## src/design/nsq_sqrt.sv

```systemverilog
// Bit-serial integer square root of the best squared distance.
`default_nettype none
module nsq_sqrt (
   input  wire logic          clock,
   input  wire logic          reset,
   input  wire logic          start,
   input  wire logic [133:0]  radicand,
   output logic               done,
   output logic [33:0]        root
);
   logic [33:0]  res_ff;
   logic [133:0] rad_ff;
   logic [5:0]   bit_ff;
   logic         busy_ff;
   logic [33:0]  cand;
   logic [67:0]  sq;

   always_comb begin
      cand = res_ff | (34'd1 << bit_ff);
      sq = cand * cand;
   end

   always_ff @(posedge clock) begin
      done <= 1'b0;
      if (reset) begin
         busy_ff <= 1'b0;
         bit_ff <= '0;
      end else if (start) begin
         busy_ff <= 1'b1;
         bit_ff <= 6'd33;
         res_ff <= '0;
         rad_ff <= radicand;
      end else if (busy_ff) begin
         if ({66'd0, sq} <= rad_ff) res_ff <= cand;
         if (bit_ff == 6'd0) begin
            busy_ff <= 1'b0;
            done <= 1'b1;
         end else begin
            bit_ff <= bit_ff - 6'd1;
         end
      end
   end
   assign root = res_ff;
endmodule
`default_nettype wire

```

## config.mk

```make
export PLATFORM = sky130hd
export DESIGN_NAME = nsq_sqrt
export DESIGN_NICKNAME = d
export VERILOG_FILES = /design/src/design/nsq_sqrt.sv
export SDC_FILE = /design/constraint.sdc
export NUM_CORES = 2
export LEC_CHECK = 0
export BUFFER_PORTS_ARGS = -buffer_cell sky130_fd_sc_hd__buf_2
export CAP_MARGIN = 5
export CORE_MARGIN = 1.5
export CORE_UTILIZATION = 66
export DETAILED_ROUTE_END_ITERATION = 8
export PLACE_DENSITY = 0.85
export SLEW_MARGIN = 20
export SYNTH_ARGS = -nofsm -noshare
export SYNTH_HDL_FRONTEND = slang
export SYNTH_SLANG_ARGS = --single-unit
```

## constraint.sdc

```tcl
create_clock -name clock -period 12.4 [get_ports clock]
set_input_delay 1.86 -clock clock [delete_from_list [all_inputs] [get_ports clock]]
set_output_delay 1.86 -clock clock [all_outputs]
set_load 0.005 [all_outputs]
```

==> metrics.yaml <==
wl_per_cell_um: 22.8
syn-mean-instance-area_um2: 9.72
ios: 172
synth_area_leaders: "fa_1 (47%), edfxtp_1 (13%), inv_1 (12%)"
synth_cell_types: 73
worst_pin_slew_ns: 1.12
r2r-start: "bit_ff[3]$_SDFFE_PP0P_"
layout_min_cycle_time_ns: 11.98
cpMaxStageDelayCell: "fa_1"
core-area_um2: 59200
path_buf_inv: 7
drc: 18
drt-initial-drc-count: 2469
synth_warnings: 0
clock.fmax_mhz: 83.5
tritoncts: "done"
grt_max_degree: 68
clock_latency_ns: 0.51
finalWirelength_um: 114000
critical_path_required_ns: 12.57
dp_hpwl_um: 92500
syn2layout_area_growth_pct: 6.57
synthTopCellsByCount: "inv_1 (1219), fa_1 (930), nor2_1 (369)"
grt_overflow: 0
antenna_left: 0
synthesis.nets: 5509
num_rows: 89
critPathMaxStageDelay_ns: 0.68
failed_checks: "DRC"
yosys_most_used_dff: "edfxtp_1"
crit_family: "adder cells"
clkSinkCount: 176
hold_viol: 0
dpl-instance-area_um2: 41700
cts_made_buffers: 17
design_area_um2: 42400
dp.cells: 4974
drive_gt1_share_pct: 7.39
finalClockSkew_ns: 0.0269
yosysMostFrequentCell: "inv_1"
start_util_pct: 67.1
synth_edf_count: 168
via_per_inst: 5.86
hold_path.startpoint: "bit_ff[1]$_SDFFE_PP0P_"
die_x_um: 248
drt_pre_antenna_iters: 9
outcome: "complete, but fails checks"
hold_path.class: "register to register"
maxSlewHeadroom_pct: 25.5
synth_top_cell_area_share_pct: 46.8
cts_root_buffer: "clkbuf_16"
cp_common_cell: "fa_1"
synth-seq-cells: 176
crit_type: "register to register"
syn_inst: 4090
fin_util_pct: 71.5
setup.worst_path.end_class: "register"
antenna_found_initial: 5
ys_seq_area_share_pct: 13.1
ys_async_sr_fraction_pct: 0
clockBufferDepth: 2
cp_max_fo: 34
fillCellCount: 4216
dieArea_um2: 61700
port_buffers: 171
period_share_pct: 96.6
grt_pass1_wl_um: 179000
clk_pin_slew_worst_paths_ns: 0.10
setup_viol: 0
cp-start-kind: "register"
gp_congestion: 1.03
grt_pass1_vias: 32357
fp.dieH_um: 248
critPathArrivalTime_ns: 12.15
synth_area_um2: 39800
yosys.area.top_type: "fa_1"
cap_viol_max_count: 0
fin_tns_setup_ns: 0
cp-startpoint: "bit_ff[3]$_SDFFE_PP0P_"
fin_cells: 5011
drv_slew: 0
rsz0062_at_grt: "no"
routed-via-count: 29366
grt_usage_pct: 38.9
layout.nets: 5641
cts-htree-levels: 4
## area by class of cell
type	instances	area [um^2]	area share [%]
Antenna cell	3	7.51	0.0177
Clock buffer	18	429	1.01
Clock inverter	14	186	0.440
Inverter	1231	4630	10.9
Multi-Input combinational cell	2552	29500	69.7
Sequential cell	176	5210	12.3
Tap cell	773	967	2.28
Timing Repair Buffer	243	1410	3.32
Timing Repair inverter	1	5.00	0.0118
## registers in the layout, summed over array words and instances, names as in the netlist
signal	count
rad_ff	134
root	34
done	1
busy_ff	1
bit_ff	6
## per-layer routing
layer	up-vias	GRT usage (%)	part of all wire, %
met4	6	24.6	8.1
met3	629	12.9	13
li1	12397	-	-
met2	1836	62.0	46
met1	14498	45.7	33
met5	-	0	0.075
## stage by stage
step                      setup WS, ns  hold slack [ns]
final                            0.419            0.585
after global routing            0.0469            0.619
after CTS                        0.322            0.581
after detailed placement         0.549            0.552
after global placement           0.820            0.544
after floorplan                   1.71            0.486
## placed cells by master (no fill, tap or decap), types with 16 or more instances in the layout
cell type	instances
inv_1	1217
fa_1	930
nor2_1	369
ha_1	352
nand2_1	348
buf_2	171
edfxtp_1	168
a21oi_1	115
a21o_1	76
buf_4	71
xnor2_1	51
o21ai_0	38
nand4_1	33
xor2_1	24
nor4_1	19
nand3_1	18
o21bai_1	17
clkbuf_16	17
nor3_1	16
## worst paths after layout
kind	slack, ns	to	depth (start not counted)
min	0.58	bit_ff[1]$_SDFFE_PP0P_	2
max	0.42	root[4]$_SDFFCE_PP0P_	37
max reg2reg	0.42	root[4]$_SDFFCE_PP0P_	37
min reg2reg	0.58	bit_ff[1]$_SDFFE_PP0P_	2
## cell families (layout without fill, tap and decap cells)
group,count (synthesis),after routing,synth area share (%)
AO/OA/AOI/OAI,335,335,5.53
XOR/XNOR,75,75,1.65
adder cells (fa/ha/maj),1282,1282,57.9
buffers and inverters,1362,1507,12.9
flip-flops,176,176,13.1
other,0,3,0
AND/OR/NAND/NOR,860,860,8.99
## worst min-delay path, cell delays in order, from the launching register on
cell	delay, ns
dfxtp_1	0.36
nor2_1	0.12
a2111oi_0	0.07
## what timing repair did
action	in CTS	in global routing
hold buffers	0	0
setup buffers	0	1
setup endpoints to repair	0	34
gates resized for setup	0	8
Power is left out: the tool's default activity adds up to more than one toggle a clock period on the data nets, which glitch-free logic cannot reach.
